==> src/fbf_pkg.sv <==
// Shared types, constants and helpers for the framebuffer flush unit.
// Depends on nothing; every other file in src imports it.
package fbf_pkg;

    // Default geometry of the pixel store
    localparam int DEF_MAX_COLS = 320;
    localparam int DEF_MAX_ROWS = 240;

    // Width that holds any frame dimension up to 1024
    localparam int DIM_W = 11;

    // Configuration port
    localparam int CFG_IDX_W  = 1;
    localparam int CFG_DATA_W = 9;
    localparam logic [CFG_IDX_W-1:0] CFG_ACTIVE_WIDTH  = 1'd0;
    localparam logic [CFG_IDX_W-1:0] CFG_ACTIVE_HEIGHT = 1'd1;
    localparam logic [8:0] RST_ACTIVE_WIDTH  = 9'd320;
    localparam logic [7:0] RST_ACTIVE_HEIGHT = 8'd240;

    // Input item modes
    localparam logic [1:0] MODE_WRITE = 2'd0;
    localparam logic [1:0] MODE_FLUSH = 2'd1;
    localparam logic [1:0] MODE_TICK  = 2'd2;

    // Display controller commands
    localparam logic [7:0] CMD_CASET = 8'h2A;
    localparam logic [7:0] CMD_PASET = 8'h2B;
    localparam logic [7:0] CMD_RAMWR = 8'h2C;

    // Header sequence positions
    localparam logic [3:0] HDR_CASET  = 4'd0;
    localparam logic [3:0] HDR_COL_HI = 4'd3;
    localparam logic [3:0] HDR_COL_LO = 4'd4;
    localparam logic [3:0] HDR_PASET  = 4'd5;
    localparam logic [3:0] HDR_ROW_HI = 4'd8;
    localparam logic [3:0] HDR_ROW_LO = 4'd9;
    localparam logic [3:0] HDR_RAMWR  = 4'd10;
    localparam logic [3:0] HDR_LEN    = 4'd11;

    // Depth of the queue between front and back
    localparam int QUEUE_DEPTH = 4;

    typedef enum logic [1:0] {
        OP_WRITE,
        OP_FLUSH,
        OP_TICK
    } op_kind_t;

    // One operation handed from the front to the back
    typedef struct packed {
        op_kind_t         kind;
        logic [15:0]      pixel;
        logic [DIM_W-1:0] frame_w;
        logic [DIM_W-1:0] frame_h;
    } op_t;

    // Status from the back to the front
    typedef struct packed {
        logic clear_busy;
    } back_status_t;

    typedef enum logic [1:0] {
        BK_CLEAR,
        BK_IDLE,
        BK_READ
    } back_state_t;

    typedef struct packed {
        logic [7:0] value;
        logic       is_data;
    } hdr_byte_t;

    // Byte of the window header at a given position
    function automatic hdr_byte_t hdr_byte(input logic [3:0] step,
                                           input logic [DIM_W-1:0] w1,
                                           input logic [DIM_W-1:0] h1);
        hdr_byte_t r;
        r.is_data = 1'b1;
        case (step)
            HDR_CASET: begin
                r.value   = CMD_CASET;
                r.is_data = 1'b0;
            end
            HDR_COL_HI: r.value = 8'(w1 >> 8);
            HDR_COL_LO: r.value = w1[7:0];
            HDR_PASET: begin
                r.value   = CMD_PASET;
                r.is_data = 1'b0;
            end
            HDR_ROW_HI: r.value = 8'(h1 >> 8);
            HDR_ROW_LO: r.value = h1[7:0];
            HDR_RAMWR: begin
                r.value   = CMD_RAMWR;
                r.is_data = 1'b0;
            end
            default: r.value = 8'h00;
        endcase
        return r;
    endfunction

    // 24-bit colour reduced to RGB565
    function automatic logic [15:0] to_rgb565(input logic [23:0] c);
        return {c[23:19], c[15:10], c[7:3]};
    endfunction

endpackage

==> src/fbf_queue.sv <==
// Short FIFO that separates the front end from the back end.
// Depends on fbf_pkg, which gives the depth the top level sets.
module fbf_queue #(
    parameter int WIDTH = 8,
    parameter int DEPTH = 4
) (
    input  logic             aclk,
    input  logic             aresetn,
    input  logic             wr_valid,
    output logic             wr_ready,
    input  logic [WIDTH-1:0] wr_data,
    output logic             rd_valid,
    input  logic             rd_ready,
    output logic [WIDTH-1:0] rd_data
);
    import fbf_pkg::*;

    localparam int PTR_W = (DEPTH > 1) ? $clog2(DEPTH) : 1;
    localparam int CNT_W = $clog2(DEPTH + 1);

    logic [WIDTH-1:0] slot_reg [DEPTH];
    logic [PTR_W-1:0] wr_ptr_reg;
    logic [PTR_W-1:0] rd_ptr_reg;
    logic [CNT_W-1:0] count_reg;
    logic             push;
    logic             pop;

    assign wr_ready = (count_reg != CNT_W'(DEPTH));
    assign rd_valid = (count_reg != '0);
    assign rd_data  = slot_reg[rd_ptr_reg];
    assign push     = wr_valid && wr_ready;
    assign pop      = rd_valid && rd_ready;

    // Payload slots
    always_ff @(posedge aclk) begin
        if (push) begin
            slot_reg[wr_ptr_reg] <= wr_data;
        end
    end

    // Pointers wrap at the depth
    always_ff @(posedge aclk) begin
        if (!aresetn) begin
            wr_ptr_reg <= '0;
            rd_ptr_reg <= '0;
            count_reg  <= '0;
        end else begin
            if (push) begin
                wr_ptr_reg <= (wr_ptr_reg == PTR_W'(DEPTH - 1)) ? '0 : wr_ptr_reg + 1'b1;
            end
            if (pop) begin
                rd_ptr_reg <= (rd_ptr_reg == PTR_W'(DEPTH - 1)) ? '0 : rd_ptr_reg + 1'b1;
            end
            if (push && !pop) begin
                count_reg <= count_reg + 1'b1;
            end else if (pop && !push) begin
                count_reg <= count_reg - 1'b1;
            end
        end
    end

    // The count never exceeds the depth, a full queue takes no write, and an empty queue has equal pointers
    assert property (@(posedge aclk) disable iff (!aresetn)
        count_reg <= CNT_W'(DEPTH))
        else $error("queue count beyond depth");
    assert property (@(posedge aclk) disable iff (!aresetn)
        (count_reg == CNT_W'(DEPTH)) && !pop |=> (count_reg == CNT_W'(DEPTH)))
        else $error("full queue lost an entry");
    assert property (@(posedge aclk) disable iff (!aresetn)
        (count_reg == '0) |-> (wr_ptr_reg == rd_ptr_reg))
        else $error("empty queue with pointers apart");

endmodule

==> config.mk <==
export PLATFORM = sky130hd
export DESIGN_NAME = fbf_queue
export DESIGN_NICKNAME = d
export VERILOG_FILES = /design/src/fbf_pkg.sv /design/src/fbf_queue.sv
export SDC_FILE = /design/constraint.sdc
export NUM_CORES = 1
export LEC_CHECK = 0
export ABC_AREA = 0
export BUFFER_PORTS_ARGS = -buffer_cell sky130_fd_sc_hd__buf_2
export CAP_MARGIN = 15
export CELL_PAD_IN_SITES_DETAIL_PLACEMENT = 0
export CELL_PAD_IN_SITES_GLOBAL_PLACEMENT = 1
export CORE_ASPECT_RATIO = 1.5
export CORE_MARGIN = 5
export CORE_UTILIZATION = 47
export CTS_CLUSTER_DIAMETER = 50
export DETAILED_ROUTE_END_ITERATION = 7
export PLACE_DENSITY = 0.77
export REMOVE_ABC_BUFFERS = 1
export SLEW_MARGIN = 20
export SYNTH_ARGS = -nofsm -noshare
export SYNTH_HDL_FRONTEND = slang
export SYNTH_SLANG_ARGS = --single-unit
==> constraint.sdc <==
create_clock -name aclk -period 2.85 [get_ports aclk]
set_input_delay 0 -clock aclk [delete_from_list [all_inputs] [get_ports aclk]]
set_output_delay 0 -clock aclk [all_outputs]
set_load 0.1 [all_outputs]
# [After elaboration in Yosys (flattened, before gate mapping)]
# Memories as Yosys holds them, arrays and structs flattened. A register that Yosys moved wholly into a read port is not among the register bits.
# Index checks and enable logic that the tools add are counted.
[word_totals] regBits=7 elab_cells=27 input_bits=12 output_inout_bits=10 mem_count=1 ram_bits=32
[mem_list] name="slot_reg" depth=4 width=8 rd=1 rd_clocked_by_memory_dff=1 wr=1 line="fbf_queue.sv:21" source="logic [WIDTH-1:0] slot_reg [DEPTH];"
[classes] n_reduce_logical=8 addsub=4 mux=8 eq_ne=3
[ops] cell="$mux W2" n=4
[ops] cell="$mux W3" n=2
[ops] cell="$add A2 B1 Y2 const B" n=2
[ops] cell="$eq A2 B2 Y1 const B" n=2
[ops] cell="$logic_and A1 B1 Y1" n=4
[ops] cell="$add A3 B1 Y3 const B" n=1
[ops] cell="$ne A3 B3 Y1 const B" n=1
[ops] cell="$reduce_bool A3 Y1" n=1
[ops] cell="$sub A3 B1 Y3 const B" n=1
[ops] cell="$logic_not A1 Y1" n=2
[ops] cell="$mux W1" n=2
[ops] cell="$reduce_bool A2 Y1" n=1

# [Depth between registers and ports, before layout]
[logic_depth] ltp_word=6 ltp_mapped=9 mapped_depth_nobuf=8

# [Worst setup path before layout]
# OpenSTA, ideal clock, no wires.
[synth_path] path_kind="reg2reg" start="reg count_reg[0]" end="reg count_reg[2]" n_path_buf=1 setup_time_ps=76 arrival_time_ps=2522 setup_slack_ps=252 stages_incl_launch_ff=10 path_cell_list="dfxtp_1 -> or3b_1 -> clkbuf_2 -> and2_4 -> ha_1 -> inv_1 -> fa_1 -> xor2_1 -> or3_2 -> a21boi_0"
[synth_via] elab_chain_len=5 elab_cells_between_ends=13
[synth_rtl] item="from (decl)" line="fbf_queue.sv:24" source="logic [CNT_W-1:0] count_reg;"
[synth_rtl] item="from (signal assigned)" line="fbf_queue.sv:55" source="count_reg <= count_reg + 1'b1;"
[synth_rtl] item="from (signal assigned)" line="fbf_queue.sv:57" source="count_reg <= count_reg - 1'b1;"
[synth_rtl] item="$ne A3 B3 Y1 (*)" line="fbf_queue.sv:28" source="assign wr_ready = (count_reg != CNT_W'(DEPTH));"
[synth_rtl] item="net wr_ready" line="fbf_queue.sv:10" source="output logic wr_ready,"
[synth_rtl] item="$logic_and A1 B1 Y1 (*)" line="fbf_queue.sv:31" source="assign push = wr_valid && wr_ready;"
[synth_rtl] item="net push" line="fbf_queue.sv:25" source="logic push;"
[synth_rtl] item="$logic_not A1 Y1" line="fbf_queue.sv:56" source="end else if (pop && !push) begin"
[synth_rtl] item="$logic_and A1 B1 Y1" line="fbf_queue.sv:56"
[synth_rtl] item="$reduce_bool A2 Y1 (no source line)"
# Mark *: on every way through the listed nets, which the timed path passes. The rest lies on a longest branch. The select of a mux whose other input is x is not followed.
# A chain may end at the register's enable or synchronous reset.

# [Worst setup path after layout]
[layout_path] start="reg count_reg[1]" end="reg count_reg[2]"
[layout_via] elab_chain_len=5 elab_cells_between_ends=13
[layout_rtl] item="parallel branches: the longest is 5 deep, another holds $sub A3 B1 Y3"
# Parallel ways; which one is timed is not known. The select of a mux whose other input is x is not followed.

==> results.py <==
metrics = {
    "setup_path": {
        "rrSetupSlack_ns": 0.41,
        "critPathKind": "flip-flop to flip-flop",
        "critPathSlowestCell": "o31ai_1",
        "crit_fanout": 5,
        "worstReg2RegEnd": "count_reg[2]",
        "start_kind": "flip-flop",
        "critPathMaxStageDelay_ns": 0.53,
        "worstPathRequired_ns": 3.06,
        "endpoint_kind": "flip-flop",
        "worstReg2RegStart": "count_reg[1]",
        "r2r.worst_path.cells": 7,
        "crit_family": "compound AO/OA/AOI/OAI gates",
        "path_cells": "o31ai_1 -> ha_1 -> inv_1 -> fa_1 -> xor2_1 -> or3_2 -> a21boi_0",
        "worst-endpoint-arrival_ns": 2.65,
        "crit_buf_inv": 1,
    },
    "layout": {
        "drive_above_1_share_pct": 34.6,
        "syn_to_final_growth_pct": 21.1,
        "nFillCells": 291,
        "multi_input_area_um2": 465,
        "final_area_mm2": 0.00198,
        "diodes": 0,
        "final_nets": 145,
        "regArea_mm2": 0.00114,
        "largest_register_ffs": 32,
    },
    "route": {
        "vias": 873,
        "vias_per_cell": 5.17,
        "drc": 0,
        "drtIter0Drc": 29,
        "antenna_left": 0,
        "first_pass_iters": 4,
        "drt-total-wl_mm": 2.67,
        "detail_route.wl_per_cell_um": 15.8,
    },
    "die": {
        "die_h_um": 82.2,
        "dieWidth_um": 58.2,
        "core-area_mm2": 0.00338,
        "die_area_mm2": 0.00478,
        "start_util_pct": 48.3,
        "io_pins": 22,
        "num_rows": 26,
    },
    "global_route": {
        "grt_pass1_vias": 924,
        "grt_pass1_wl_mm": 4.52,
        "grt_overflow": 0,
        "antenna_found_initial": 0,
        "grt_usage_pct": 13.5,
        "grt_max_degree": 14,
    },
    "timing": {
        "rsz0062_at_grt": "no",
        "finalMaxSlewViolations": 0,
        "finalClockSkew_ns": 0.00597,
        "finalCriticalPeriod_ns": 2.44,
        "fin_crit_sh_pct": 85.5,
        "hold_ws_ns": 0.0627,
        "relSlewSlack_pct": 62.3,
        "tightest_slew_ns": 0.560,
        "hold_viol": 0,
        "setup_viol": 0,
        "final.setup.tns_ns": 0,
        "fmax_mhz": 410,
    },
    "status": {
        "status": "finished, final reports clean",
    },
    "flow_run": {
        "drv_cap": 0,
    },
    "clocking": {
        "cts_buffers": 5,
        "cts_tree": "yes",
        "cts.reportedPaths.clkPinSlew_ns": 0.07,
        "cts.sinks": 41,
        "cts_buffer_depth": 2,
        "cts-root-buf": "clkbuf_8",
        "htree_levels": 2,
        "post_cts_resized": 0,
        "clk_latency_ns": 0.29,
    },
    "power_and_ir_drop": {
        "ir_drop_mv": 0.871,
        "power.density_mw_per_mm2": 1080,
        "p_leak_uw": 0.000728,
    },
    "placed_design": {
        "hpwl_mm": 1.88,
        "io_buffers": 21,
        "placed_area_mm2": 0.00178,
        "gp_congestion": 0.702,
    },
    "synthesis": {
        "synth_warnings": 0,
        "synthCells": 93,
        "synth.distinct_cells": 26,
        "syn_area_mm2": 0.00164,
        "ys_ff_latch": 41,
        "synth.avg_cell_area_um2": 17.6,
        "async_flop_share_pct": 0,
        "synth_edf_count": 32,
        "ys.flop_type": "edfxtp_1",
        "ys_seq_area_share_pct": 69.8,
    },
    "worst_hold_path": {
        "hp-start": "aresetn",
        "hp-class": "input port to flip-flop",
        "hold_depth": 3,
        "min_to": "wr_ptr_reg[0]",
    },
}
-- layout by cell type (no fill, tap or decap), types with 2 or more instances in the layout --
| cell | n |
|---|---|
| dlygate4sd3_1 | 9 |
| nor2_1 | 2 |
| inv_1 | 3 |
| clkbuf_8 | 6 |
| dfxtp_1 | 9 |
| mux2i_1 | 2 |
| edfxtp_1 | 32 |
| nand3_1 | 2 |
| and3_2 | 4 |
| nand2_1 | 5 |
| or3_2 | 2 |
| mux4_2 | 8 |
| ha_1 | 6 |
| o21ai_0 | 4 |
| buf_2 | 21 |
-- how the worst max path moves through the flow --
stage,startpoint,to,slack (ns),cells past startpoint
finish,count_reg[1],count_reg[2],0.41,7
global route,count_reg[0],count_reg[2],0.21,7
CTS,count_reg[0],count_reg[2],0.37,7
detailed placement,count_reg[0],count_reg[2],0.40,7
global placement,count_reg[0],count_reg[2],0.56,7
floorplan,count_reg[0],count_reg[2],0.02,8
-- power by group --
group          internal (uW)  switching (uW)  leakage, uW
Clock                    249             190    0.0000556
Combinational            234             653     0.000305
Sequential               737            76.7     0.000367
-- cells by family (layout without fill, tap and decap cells) --
| family | Yosys count | in the layout | share of synthesized area, % |
|---|---|---|---|
| buffers and inverters | 7 | 41 | 1.76 |
| AND/OR/NAND/NOR | 20 | 20 | 7.19 |
| AO/OA/AOI/OAI | 6 | 6 | 2.14 |
| adder cells (fa/ha/maj) | 7 | 7 | 5.81 |
| XOR/XNOR | 2 | 2 | 1.07 |
| flip-flops | 41 | 41 | 69.8 |
| multiplexers | 10 | 10 | 12.2 |
-- per-layer routing --
metal / GRT usage, % / share of wire (%) / vias up
met5: 0 / 0 / -
met4: 8.35 / 2.6 / 0
met3: 4.67 / 4.8 / 5
met2: 23.9 / 54 / 21
met1: 13.5 / 38 / 428
li1: - / - / 419
-- worst register-to-register path, cell delays in order (launching register included) --
cell and delay, ns:
dfxtp_1 0.35, o31ai_1 0.53, ha_1 0.31, inv_1 0.07, fa_1 0.38, xor2_1 0.15, or3_2 0.40, a21boi_0 0.18
-- cell type report --
class	instances	share of cell area, %
inverter	3	0.569
timing repair buffer	30	9.85
clock inverter	1	0.379
clock buffer	7	5.43
multi-input combinational	45	23.5
tap	42	2.65
sequential	41	57.6
-- through the flow --
stage	cells	power (uW)	setup slack [ns]	utilization (%)
2_1_floorplan	89	1560	0.0219	-
3_3_place_gp	152	1680	0.558	52.5
3_5_place_dp	152	1710	0.397	52.5
4_1_cts	169	2170	0.369	58.5
5_1_grt	169	2260	0.214	58.5
6_report	169	2140	0.414	58.5
-- synthesized netlist by cell type (all sizes together), types with 2 or more instances --
cell type	n	area (um^2)
and2	2	15.0
and3	4	30.0
buf	2	8.75
clkbuf	2	8.75
dfxtp	9	180
edfxtp	32	961
ha	6	75.1
inv	3	11.3
mux2i	2	20.0
mux4	8	180
nand2	5	18.8
nand3	2	10.0
nor2	2	7.51
o21ai	4	20.0
or3	2	15.0
-- repair_timing --
action / CTS / global route
hold buffers: 9 / 0
endpoints found under the hold margin: 33 / 0
buffers inserted: 0 / 0
No activity file was read; power rests on OpenSTA's default activity.
