$ cat src/fbf_pkg.sv
// Shared types, constants and helpers for the framebuffer flush unit.
// Depends on nothing; every other file in src imports it.
package fbf_pkg;

    // Default geometry of the pixel store
    localparam int DEF_MAX_COLS = 320;
    localparam int DEF_MAX_ROWS = 240;

    // Width that holds any frame dimension up to 1024
    localparam int DIM_W = 11;

    // Configuration port
    localparam int CFG_IDX_W  = 1;
    localparam int CFG_DATA_W = 9;
    localparam logic [CFG_IDX_W-1:0] CFG_ACTIVE_WIDTH  = 1'd0;
    localparam logic [CFG_IDX_W-1:0] CFG_ACTIVE_HEIGHT = 1'd1;
    localparam logic [8:0] RST_ACTIVE_WIDTH  = 9'd320;
    localparam logic [7:0] RST_ACTIVE_HEIGHT = 8'd240;

    // Input item modes
    localparam logic [1:0] MODE_WRITE = 2'd0;
    localparam logic [1:0] MODE_FLUSH = 2'd1;
    localparam logic [1:0] MODE_TICK  = 2'd2;

    // Display controller commands
    localparam logic [7:0] CMD_CASET = 8'h2A;
    localparam logic [7:0] CMD_PASET = 8'h2B;
    localparam logic [7:0] CMD_RAMWR = 8'h2C;

    // Header sequence positions
    localparam logic [3:0] HDR_CASET  = 4'd0;
    localparam logic [3:0] HDR_COL_HI = 4'd3;
    localparam logic [3:0] HDR_COL_LO = 4'd4;
    localparam logic [3:0] HDR_PASET  = 4'd5;
    localparam logic [3:0] HDR_ROW_HI = 4'd8;
    localparam logic [3:0] HDR_ROW_LO = 4'd9;
    localparam logic [3:0] HDR_RAMWR  = 4'd10;
    localparam logic [3:0] HDR_LEN    = 4'd11;

    // Depth of the queue between front and back
    localparam int QUEUE_DEPTH = 4;

    typedef enum logic [1:0] {
        OP_WRITE,
        OP_FLUSH,
        OP_TICK
    } op_kind_t;

    // One operation handed from the front to the back
    typedef struct packed {
        op_kind_t         kind;
        logic [15:0]      pixel;
        logic [DIM_W-1:0] frame_w;
        logic [DIM_W-1:0] frame_h;
    } op_t;

    // Status from the back to the front
    typedef struct packed {
        logic clear_busy;
    } back_status_t;

    typedef enum logic [1:0] {
        BK_CLEAR,
        BK_IDLE,
        BK_READ
    } back_state_t;

    typedef struct packed {
        logic [7:0] value;
        logic       is_data;
    } hdr_byte_t;

    // Byte of the window header at a given position
    function automatic hdr_byte_t hdr_byte(input logic [3:0] step,
                                           input logic [DIM_W-1:0] w1,
                                           input logic [DIM_W-1:0] h1);
        hdr_byte_t r;
        r.is_data = 1'b1;
        case (step)
            HDR_CASET: begin
                r.value   = CMD_CASET;
                r.is_data = 1'b0;
            end
            HDR_COL_HI: r.value = 8'(w1 >> 8);
            HDR_COL_LO: r.value = w1[7:0];
            HDR_PASET: begin
                r.value   = CMD_PASET;
                r.is_data = 1'b0;
            end
            HDR_ROW_HI: r.value = 8'(h1 >> 8);
            HDR_ROW_LO: r.value = h1[7:0];
            HDR_RAMWR: begin
                r.value   = CMD_RAMWR;
                r.is_data = 1'b0;
            end
            default: r.value = 8'h00;
        endcase
        return r;
    endfunction

    // 24-bit colour reduced to RGB565
    function automatic logic [15:0] to_rgb565(input logic [23:0] c);
        return {c[23:19], c[15:10], c[7:3]};
    endfunction

endpackage

$ cat src/fbf_front.sv
// Front end: configuration registers, item classification, clipping and
// colour conversion. Depends on fbf_pkg.
module fbf_front #(
    parameter int MAX_COLS = 320,
    parameter int MAX_ROWS = 240,
    parameter int ADDR_W   = 17
) (
    input  logic                          aclk,
    input  logic                          aresetn,
    input  logic                          s_valid,
    output logic                          s_ready,
    input  logic [1:0]                    s_mode,
    input  logic signed [15:0]            s_pos_x,
    input  logic signed [15:0]            s_pos_y,
    input  logic [23:0]                   s_colour,
    input  logic                          cfg_valid,
    output logic                          cfg_ready,
    input  logic [fbf_pkg::CFG_IDX_W-1:0] cfg_index,
    input  logic [fbf_pkg::CFG_DATA_W-1:0] cfg_data,
    output logic                          op_valid,
    input  logic                          op_ready,
    output fbf_pkg::op_t                  op,
    output logic [ADDR_W-1:0]             op_addr,
    input  fbf_pkg::back_status_t         status
);
    import fbf_pkg::*;

    logic [8:0]       active_width_reg;
    logic [7:0]       active_height_reg;
    logic [DIM_W-1:0] eff_w;
    logic [DIM_W-1:0] eff_h;
    logic [DIM_W-1:0] aw_ext;
    logic [DIM_W-1:0] ah_ext;
    logic             inside_window;
    logic             keep;

    // Configuration registers take a write in any cycle
    assign cfg_ready = 1'b1;

    always_ff @(posedge aclk) begin
        if (!aresetn) begin
            active_width_reg  <= RST_ACTIVE_WIDTH;
            active_height_reg <= RST_ACTIVE_HEIGHT;
        end else if (cfg_valid) begin
            if (cfg_index == CFG_ACTIVE_WIDTH) begin
                active_width_reg <= cfg_data[8:0];
            end else if (cfg_index == CFG_ACTIVE_HEIGHT) begin
                active_height_reg <= cfg_data[7:0];
            end
        end
    end

    // Effective frame size, clamped between one and the store's geometry
    always_comb begin
        aw_ext = DIM_W'(active_width_reg);
        ah_ext = DIM_W'(active_height_reg);
        if (aw_ext == '0) begin
            eff_w = DIM_W'(1);
        end else if (aw_ext > DIM_W'(MAX_COLS)) begin
            eff_w = DIM_W'(MAX_COLS);
        end else begin
            eff_w = aw_ext;
        end
        if (ah_ext == '0) begin
            eff_h = DIM_W'(1);
        end else if (ah_ext > DIM_W'(MAX_ROWS)) begin
            eff_h = DIM_W'(MAX_ROWS);
        end else begin
            eff_h = ah_ext;
        end
    end

    // Clipping: negative coordinates and those past the window are dropped
    assign inside_window = !s_pos_x[15] && !s_pos_y[15]
                        && ({1'b0, s_pos_x[14:0]} < 16'(eff_w))
                        && ({1'b0, s_pos_y[14:0]} < 16'(eff_h));

    // Store address is row times the store pitch plus column
    assign op_addr = ADDR_W'(ADDR_W'(s_pos_y[14:0]) * ADDR_W'(MAX_COLS))
                   + ADDR_W'(s_pos_x[14:0]);

    // Classify the item; dropped writes and unused modes never reach the back
    always_comb begin
        op.pixel   = to_rgb565(s_colour);
        op.frame_w = eff_w;
        op.frame_h = eff_h;
        keep       = 1'b0;
        op.kind    = OP_TICK;
        case (s_mode)
            MODE_WRITE: begin
                op.kind = OP_WRITE;
                keep    = inside_window;
            end
            MODE_FLUSH: begin
                op.kind = OP_FLUSH;
                keep    = 1'b1;
            end
            MODE_TICK: begin
                op.kind = OP_TICK;
                keep    = 1'b1;
            end
            default: keep = 1'b0;
        endcase
    end

    // Items are taken only once the store has been cleared
    assign s_ready  = op_ready && !status.clear_busy;
    assign op_valid = s_valid && s_ready && keep;

endmodule

$ cat config.mk
export PLATFORM = sky130hd
export DESIGN_NAME = fbf_front
export DESIGN_NICKNAME = d
export VERILOG_FILES = /design/src/fbf_pkg.sv /design/src/fbf_front.sv
export SDC_FILE = /design/constraint.sdc
export NUM_CORES = 1
export LEC_CHECK = 0
export ABC_AREA = 1
export BUFFER_PORTS_ARGS = -buffer_cell sky130_fd_sc_hd__buf_2
export CAP_MARGIN = 10
export CELL_PAD_IN_SITES_DETAIL_PLACEMENT = 1
export CELL_PAD_IN_SITES_GLOBAL_PLACEMENT = 2
export CORE_MARGIN = 3
export CORE_UTILIZATION = 20
export DETAILED_ROUTE_END_ITERATION = 16
export HOLD_SLACK_MARGIN = 0.02
export PLACE_DENSITY = 0.74
export SYNTH_ARGS = -nofsm -noshare
export SYNTH_HDL_FRONTEND = slang
export SYNTH_SLANG_ARGS = --single-unit
export TNS_END_PERCENT = 1
$ cat constraint.sdc
create_clock -name aclk -period 2.8 [get_ports aclk]
set_clock_uncertainty 0.15 [all_clocks]
set_input_delay 0.42 -clock aclk [delete_from_list [all_inputs] [get_ports aclk]]
set_output_delay 0.42 -clock aclk [all_outputs]
set_load 0.02 [all_outputs]
# Yosys cells after proc, flatten, opt, wreduce, memory -nomap -nowiden
# Index checks and enable logic that the tools add are counted.
# word_totals
word_cells	32
output_inout_bits	60
inputBits	74
reg_bits	17
# classes
n_mux	6
n_eq_ne	2
n_mul	1
n_reduce_logical	15
n_addsub	1
n_bitwise	1
order_cmp	4
# ops
operator	count
15-bit by 11-bit < comparator with 1-bit output	2
9-bit two-way mux	2
17-bit by 15-bit adder with 17-bit output	1
8-bit two-way mux	2
15-bit by 3-bit multiplier with 11-bit output, second input constant	1
9-bit greater-than comparator, second input constant	1
9-bit zero test	1
8-bit greater-than comparator, second input constant	1
8-bit zero test	1
1-bit logical AND	6
2-bit one-hot mux with 2 select lines	1
2-bit AND reduction	2
1-bit zero test	3
2-bit by 1-bit equality test with 1-bit output, second input constant	1
2-bit equality test, second input constant	1
2-bit zero test	1
1-bit one-hot mux with 2 select lines	1
2-bit OR reduction	1
1-bit inverter	1

# Logic depth before layout (Yosys ltp)
# Gate-level depths: netlist of the first run.
# logic_depth
depth_word	8
depth_mapped	18
depth_no_buf	18

# Worst setup path before layout of the first run
# OpenSTA, ideal clock, no wires.
# synth_path
kind	input -> output
from	input port s_pos_y[1]
to	output port op_addr[15]
arrival_time_ns	2.728
path_slack_ns	-0.498
path_buffers	0
stages	13
t_required_ns	2.230
path_cell_list	ha_1 -> ha_1 -> inv_1 -> fa_1 -> o21ai_2 -> xor2_1 -> inv_1 -> ha_1 -> nand2_1 -> nor2_1 -> nand3_1 -> o2111ai_1 -> xor2_1
# synth_via
elab_chain_cells	2
# synth_lines
item	line_no	rtl
start, declared	fbf_front.sv:14	input logic signed [15:0] s_pos_y,
15-bit by 3-bit multiplier with 11-bit output	fbf_front.sv:79	assign op_addr = ADDR_W'(ADDR_W'(s_pos_y[14:0]) * ADDR_W'(MAX_COLS))
17-bit by 15-bit adder with 17-bit output	fbf_front.sv:80	+ ADDR_W'(s_pos_x[14:0]);
end, declared	fbf_front.sv:23	output logic [ADDR_W-1:0] op_addr,
# No other way between the ends.

# Worst setup path in the final report of the first run
# layout_path
from	input port s_pos_y[3]
to	output port op_addr[16]
# The elaborated chain is that of the path after synthesis.

==> results summary, run 1 <==
The source-to-sink clock delay at the later pin of the worst-skew pair is 240 ps. The worst register-to-register path ends at active_width_reg[8]. The leakage power figure came out at 1.79 nW. The number of antenna violations at the first check in global routing came out at 0. The top-area cell type share of the netlist area is 0.227. The final worst-path cycle share came out at 1.17.

The data required time of the worst path came out at 2230 ps. The final number of max-transition violations came out at 0. The wire length of the first global-routing pass is 12200 um.

The number of nets in the finished design came out at 572. The total number of vias came out at 2484. The classification of the worst-slack hold path is in2reg. The count of mapped cells out of synthesis is 345. The xor and xnor area share after synthesis came out at 0.0623. The netlist uses 33 different library cells.

The share of the Yosys chip area taken by registers is 0.144. The via density per instance came out at 4.17. The number of fill cells in the layout came out at 1440. VDD sags by at most 291 uV.

The minimum setup slack after placement came out at -586 ps. Wires add up to 7630 um. Setup repair after global routing could not meet its margin everywhere. The TritonCTS clock tree is yes. The final reports fail on negative setup slack. The worst-case register-to-register setup slack is 1850 ps. The worst path setup slack after routing is -462 ps. The H-tree depth is 1. The length of the first detailed-routing pass in iterations is 3. After synthesis the cells add up to 2370 sq um. During placement, the flow inserted port buffers numbering 87.

The count of flip-flops with a built-in enable after synthesis is 0. After clock tree synthesis, the clock-pin slew on the worst setup and hold paths is 50 ps. The count of hold-fix buffers inserted at cts came out at 0. The worst setup path is of the in2out kind. In this run the worst setup path terminates at op_addr[16]. The adder-cell area share of the yosys netlist is 0.244.

The Yosys step of the flow raised 0 warnings. The placed wire-length estimate is 6880 um. The detail-routed net length per standard cell is 12.8 um. The via count of the first global-routing pass came to 2549. The kind of start point of the critical path is an input pin. The summed negative setup slack over all endpoints is -2600 ps. The startpoint identified for the worst register-to-register timing path is active_width_reg[8]. The total congestion overflow after global routing is 0. The post-synthesis to final-layout area growth came out at 46.9%.

The total I/O pin count is 134. After synthesis, the cell types taking the most area are sky130_fd_sc_hd__ha_1 (23%), sky130_fd_sc_hd__dfxtp_1 (14%), sky130_fd_sc_hd__nand2_1 (9.0%), sky130_fd_sc_hd__buf_4 (8.9%), sky130_fd_sc_hd__inv_1 (7.4%). The deepest clock path buffer count is 2. Yosys instantiated no cell more often than sky130_fd_sc_hd__nand2_1. The initial cell density of the core is 0.206. The compound-gate portion of the synthesized area came out at 0.148. The area of the die is 13200 sq um. The ratio of cells with drive above 1 in the final layout is 0.456. Entering global routing, the biggest net connects 18 pins. By count the netlist is led by sky130_fd_sc_hd__nand2_1 (57), sky130_fd_sc_hd__inv_1 (47), sky130_fd_sc_hd__ha_1 (43). The final routed DRC violation total is 0. The number of storage elements in the synthesis netlist is 17.

The worst hold slack across all endpoints came out at 253 ps. In this run the worst path has a maximum fanout of 4. The first-iteration detailed-routing DRC count is 49. The final antenna-violating net count is 0. The number of placement rows came out at 39. The count of maximum capacitance violations came out at 0. By area, the combinational part of the netlist is dominated by adder cells. The floorplan step defined a core boundary enclosing 11500 sq um. The mux contribution to synthesized area came out at 0. Among all flip-flop cells after synthesis, the most frequent one is sky130_fd_sc_hd__dfxtp_1. The number of clock buffers added by TritonCTS is 3. The data arrival time of the critical path is 2690 ps. In the global route stage, overall resource usage came out at 0.113. The fraction of synthesis flops using an asynchronous set or reset pin came out at 0.

The number of cell instances on the worst register-to-register path came out at 3. 0 antenna diodes ended up in the layout. Measured along the x axis, the die boundary spans 115 um. The run finished, with violations left.

The register with the most flip-flops in the layout has 9 of them. After synthesis, the mean cell area works out to 6.87 sq um. Setup violations remaining at the end of the flow were counted as 7. The cell chosen for the clock root is sky130_fd_sc_hd__clkbuf_16. The number of hold violations in the final report came to 0. The last weighted congestion value of the routability-driven placer came out at 0.869. Static timing analysis puts the maximum clock frequency at 307 MHz. Of the total synthesized cell area, the portion taken by AND, OR, NAND and NOR gates is 0.201. The number of clock sinks came out at 17. STA classifies the critical path endpoint as an output pin. The die extent in y came out at 115 um.

The post-layout minimum cycle time is 3260 ps. The power density over cell area came out at 468 nW/um^2. The synthesized design spends more area on one cell type than any other, namely sky130_fd_sc_hd__ha_1. The most critical setup path has its startpoint at s_pos_y[3].
## worst max-delay path: stages
cell	delay, ps
sky130_fd_sc_hd__buf_8	110
sky130_fd_sc_hd__ha_4	260
sky130_fd_sc_hd__ha_4	130
sky130_fd_sc_hd__inv_2	40
sky130_fd_sc_hd__fa_2	340
sky130_fd_sc_hd__o21ai_2	150
sky130_fd_sc_hd__xor2_1	160
sky130_fd_sc_hd__inv_1	80
sky130_fd_sc_hd__ha_4	310
sky130_fd_sc_hd__nand2_2	50
sky130_fd_sc_hd__o21ai_2	170
sky130_fd_sc_hd__nand2_1	70
sky130_fd_sc_hd__nand2_1	80
sky130_fd_sc_hd__nand2_1	60
sky130_fd_sc_hd__nand2_1	70
sky130_fd_sc_hd__nand2_1	60
sky130_fd_sc_hd__buf_6	130
## layout by cell type (no fill, tap or decap), types with 3 or more instances in the layout
cell type,n
sky130_fd_sc_hd__a21oi_1,20
sky130_fd_sc_hd__a21oi_2,11
sky130_fd_sc_hd__buf_2,78
sky130_fd_sc_hd__buf_4,52
sky130_fd_sc_hd__buf_6,3
sky130_fd_sc_hd__clkbuf_16,3
sky130_fd_sc_hd__conb_1,6
sky130_fd_sc_hd__dfxtp_1,16
sky130_fd_sc_hd__ha_1,32
sky130_fd_sc_hd__ha_4,10
sky130_fd_sc_hd__inv_1,45
sky130_fd_sc_hd__inv_2,15
sky130_fd_sc_hd__nand2_1,53
sky130_fd_sc_hd__nand2_2,9
sky130_fd_sc_hd__nand3_1,5
sky130_fd_sc_hd__nand4_1,3
sky130_fd_sc_hd__nor2_1,23
sky130_fd_sc_hd__nor2_2,3
sky130_fd_sc_hd__o211ai_1,6
sky130_fd_sc_hd__o21ai_0,11
sky130_fd_sc_hd__o21ai_2,5
sky130_fd_sc_hd__or2_1,4
sky130_fd_sc_hd__xnor2_1,7
sky130_fd_sc_hd__xor2_1,5
## worst min path at each step
stage | from | endpoint | depth (start not counted)
2_1_floorplan | active_height_reg[2] | active_height_reg[2] | 2
3_3_place_gp | active_height_reg[2] | active_height_reg[2] | 2
3_5_place_dp | active_height_reg[2] | active_height_reg[2] | 2
4_1_cts | cfg_data[8] | active_width_reg[8] | 3
5_1_grt | cfg_data[8] | active_width_reg[8] | 3
6_report | cfg_data[8] | active_width_reg[8] | 3
## cell families (layout without fill, tap and decap cells)
logic type	after synthesis	count (layout)
XOR/XNOR	16	16
AND/OR/NAND/NOR	110	110
AO/OA/AOI/OAI	58	58
other	2	6
flip-flops	17	17
adder cells (fa/ha/maj)	45	45
buffers and inverters	97	200
## final cells by class
class | count | area [sq um] | share of cell area
Multi-Input combinational cell | 235 | 1820 | 0.523
Timing Repair Buffer | 134 | 830 | 0.238
Sequential cell | 17 | 342 | 0.0981
Inverter | 62 | 233 | 0.0668
Tap cell | 143 | 179 | 0.0514
Clock buffer | 4 | 78.8 | 0.0226
## stage by stage
step	total power (W)	instance area, sq um	utilization	cells
2_1_floorplan	0.000925	2540	-	349
3_3_place_gp	0.00122	3250	0.282	588
3_5_place_dp	0.00125	3250	0.282	588
4_1_cts	0.00161	3430	0.298	593
5_1_grt	0.00175	3480	0.302	595
6_report	0.00163	3480	0.302	595
## metal layers
metal / GRT usage / routed length [um]
met1: 0.143 / 3440
met2: 0.202 / 3720
met3: 0.0184 / 340
met4: 0.0235 / 125
met5: 0 / 0
## repair_timing
item	in CTS	in global routing
pin swaps	14	8
endpoints found under the hold margin	0	0
resized for setup	22	11
setup endpoints to repair	8	8
buffers inserted	1	2
## power by group
group | switching [W] | internal (W)
combinational | 0.000573 | 0.000507
clock | 0.0000896 | 0.000193
sequential | 0.00000889 | 0.000259
No activity file was read; power rests on OpenSTA's default activity.
==> run 2: changes to the inputs <==
--- a/config.mk
+++ b/config.mk
@@ -10,7 +10,6 @@
 export CAP_MARGIN = 10
 export CELL_PAD_IN_SITES_DETAIL_PLACEMENT = 1
 export CELL_PAD_IN_SITES_GLOBAL_PLACEMENT = 2
-export CORE_MARGIN = 3
 export CORE_UTILIZATION = 20
 export DETAILED_ROUTE_END_ITERATION = 16
 export HOLD_SLACK_MARGIN = 0.02
==> run 2 against run 1 <==
  * The run still ends with negative setup slack left
  * Combinational power about the same
  * Fmax decreased by 0.40%
  * Critical endpoint unchanged
  * Global-route usage increased by 1.2 points
  * Utilization increased by 0.67 points
  * Cell count unchanged
  * First-iteration DRC count decreased by 14%
  * Highest routed layer unchanged
  * Worst hold slack improved by 0.60 ps
  * Critical path type unchanged
  * Final area increased by 1.8%
  * Sequential share of layout area decreased by 0.17 points
  * Largest cell class unchanged
  * Sequential power about the same
==> results summary, run 2 (synthesis results as in run 1) <==
The worst path setup slack after routing is -475 ps (was -462 ps). The maximum number of pins on one net before global-route repair came out at 18 (unchanged). The footprint of the multi-input gates was 1860 sq um (was 1820 sq um). The leakage power figure is 1.80 nW (was 1.79 nW). The post-synthesis to final-layout area growth is 49.5% (was 46.9%).

The length of the first detailed-routing pass in iterations is 4 (was 3). The quantity of I/O buffers inserted on ports is 87 (unchanged). The total I/O pin count is 134 (unchanged).

The classification of the worst-slack hold path is in2reg (unchanged). The die width is 111 um (was 115 um). The worst setup path category is in2out (unchanged). The final core utilization came to 0.309 (was 0.302). The data arrival time of the critical path came out at 2710 ps (was 2690 ps). The number of clock sinks is 17 (unchanged). RSZ-0062 raised after global routing: yes (unchanged).

The total length of routed wires is 7740 um (was 7630 um). The deepest clock path buffer count was 2 (unchanged). The post-layout minimum cycle time is 3280 ps (was 3260 ps).

The total number of vias is 2506 (was 2484). The achievable clock frequency is 305 MHz (was 307 MHz). The last weighted congestion value of the routability-driven placer was 0.805 (was 0.869).

Violations in the final reports: negative setup slack (unchanged). The combined global-route utilization of all metal layers is 0.125 (was 0.113). The cell chosen for the clock root is sky130_fd_sc_hd__clkbuf_16 (unchanged). The worst hold slack across all endpoints is 254 ps (was 253 ps). The kind of start point of the critical path is an input pin (unchanged). The via density per instance was 4.21 (was 4.17). The number of placement rows came out at 39 (unchanged). The maximum resistive drop on vdd came out at 338 uV (was 291 uV). The core area is 11500 sq um (about the same).

The number of nets in the finished design is 572 (unchanged). Outcome: finished, violations left (unchanged). The final routed DRC violation total is 0 (unchanged). The first-iteration detailed-routing DRC count was 42 (was 49). The wire length of the first global-routing pass came out at 12600 um (was 12200 um). The sort of element at the end of the critical path was an output pin (unchanged). The post-CTS clock slew at the launch and capture registers of the worst setup and hold paths was 50 ps (about the same).

The final number of max-transition violations is 0 (unchanged). The via count of the first global-routing pass was 2663 (was 2549). The final worst-path cycle share is 1.17 (about the same).

The initial cell density of the core came out at 0.207 (was 0.206). The H-tree depth is 1 (unchanged). The detail-routed net length per standard cell is 13.0 um (was 12.8 um). The number of fill cells in the layout came to 1425 (was 1440).

The total congestion overflow after global routing is 0 (unchanged). The number of antenna violations at the first check in global routing was 0 (unchanged). The data required time of the worst path is 2230 ps (about the same).

The die extent in y came to 111 um (was 115 um). The placed wire-length estimate is 6970 um (was 6880 um). The area of the die is 12300 sq um (was 13200 sq um). Commonest cells after routing, fill and taps aside: sky130_fd_sc_hd__buf_2 (77), sky130_fd_sc_hd__nand2_1 (52), sky130_fd_sc_hd__buf_4 (51) (was sky130_fd_sc_hd__buf_2 (78), sky130_fd_sc_hd__nand2_1 (53), sky130_fd_sc_hd__buf_4 (52)). The maximum fanout encountered on the critical timing path came out at 4 (unchanged). The area occupied by registers is 342 sq um (unchanged). The minimum setup slack after placement is -615 ps (was -586 ps). The ratio of cells with drive above 1 in the final layout is 0.467 (was 0.456). The source-to-sink clock delay at the later pin of the worst-skew pair is 240 ps (about the same). The count of maximum capacitance violations is 0 (unchanged). The number of CTS-inserted buffers is 3 (unchanged). The most common cell after layout, fill and taps aside is sky130_fd_sc_hd__buf_2 (unchanged). The number of antenna cells inserted is 0 (unchanged). The setup-violating endpoint count in the final report is 7 (unchanged). The power density over cell area is 468 nW/um^2 (about the same).

The flip-flop count of the largest register after layout came out at 9 (unchanged). The number of hold violations in the final report came out at 0 (unchanged). The final antenna-violating net count is 0 (unchanged). The count of hold-fix buffers inserted at cts is 0 (unchanged). The TritonCTS clock tree was yes (unchanged).
run 2: layer usage:
metal	part of all wire	global-route usage
met1	0.43	0.149
met2	0.52	0.234
met3	0.045	0.0268
met4	0.0037	0.0169
met5	0	0
run 2: timing repair:
item                       CTS  global route
cloned                       0             0
gates resized for setup     27            17
setup buffers                3             3
pin swaps                   14            13
setup endpoints to repair    8             8
run 2: critical path, stage by stage:
cell                      delay, ps
sky130_fd_sc_hd__buf_8          110
sky130_fd_sc_hd__ha_4           260
sky130_fd_sc_hd__ha_4           130
sky130_fd_sc_hd__inv_2           40
sky130_fd_sc_hd__fa_2           350
sky130_fd_sc_hd__o21ai_2        160
sky130_fd_sc_hd__xor2_1         150
sky130_fd_sc_hd__inv_1           80
sky130_fd_sc_hd__ha_4           310
sky130_fd_sc_hd__nand2_2         60
sky130_fd_sc_hd__o21ai_2        150
sky130_fd_sc_hd__nand2_1         80
sky130_fd_sc_hd__nand2_1         80
sky130_fd_sc_hd__nand2_1         50
sky130_fd_sc_hd__nand2_1         80
sky130_fd_sc_hd__nand2_1         60
sky130_fd_sc_hd__buf_6          130
run 2: final timing paths:
path	start	end	slack (ps)	depth (start not counted)
worst max register to register	active_width_reg[8]	active_width_reg[8]	1860	3
worst min register to register	active_height_reg[0]	active_height_reg[0]	310	2
worst max-delay path	s_pos_y[1]	op_addr[16]	-480	17
worst min-delay path	cfg_data[8]	active_width_reg[8]	250	3
run 2: power breakdown:
group	switching [W]	internal, W
clock network	0.0000926	0.000191
logic	0.000588	0.000519
registers	0.00000938	0.000259
run 2: cell type report:
cell class,instances,area share
sequential,17,0.0964
tap,143,0.0505
clock buffer,3,0.0212
multi-input combinational,235,0.526
timing repair buffer,134,0.239
inverter,62,0.0657
clock inverter,1,0.00141
run 2: metrics by stage:
| step | setup TNS [ps] | std cells | power (W) | area (sq um) |
|---|---|---|---|---|
| after floorplan | -1010 | 349 | 0.000925 | 2540 |
| after global placement | -3010 | 585 | 0.00121 | 3220 |
| after detailed placement | -3360 | 585 | 0.00124 | 3220 |
| after CTS | -2680 | 592 | 0.00161 | 3430 |
| after global routing | -3590 | 595 | 0.00178 | 3540 |
| final | -2500 | 595 | 0.00166 | 3540 |
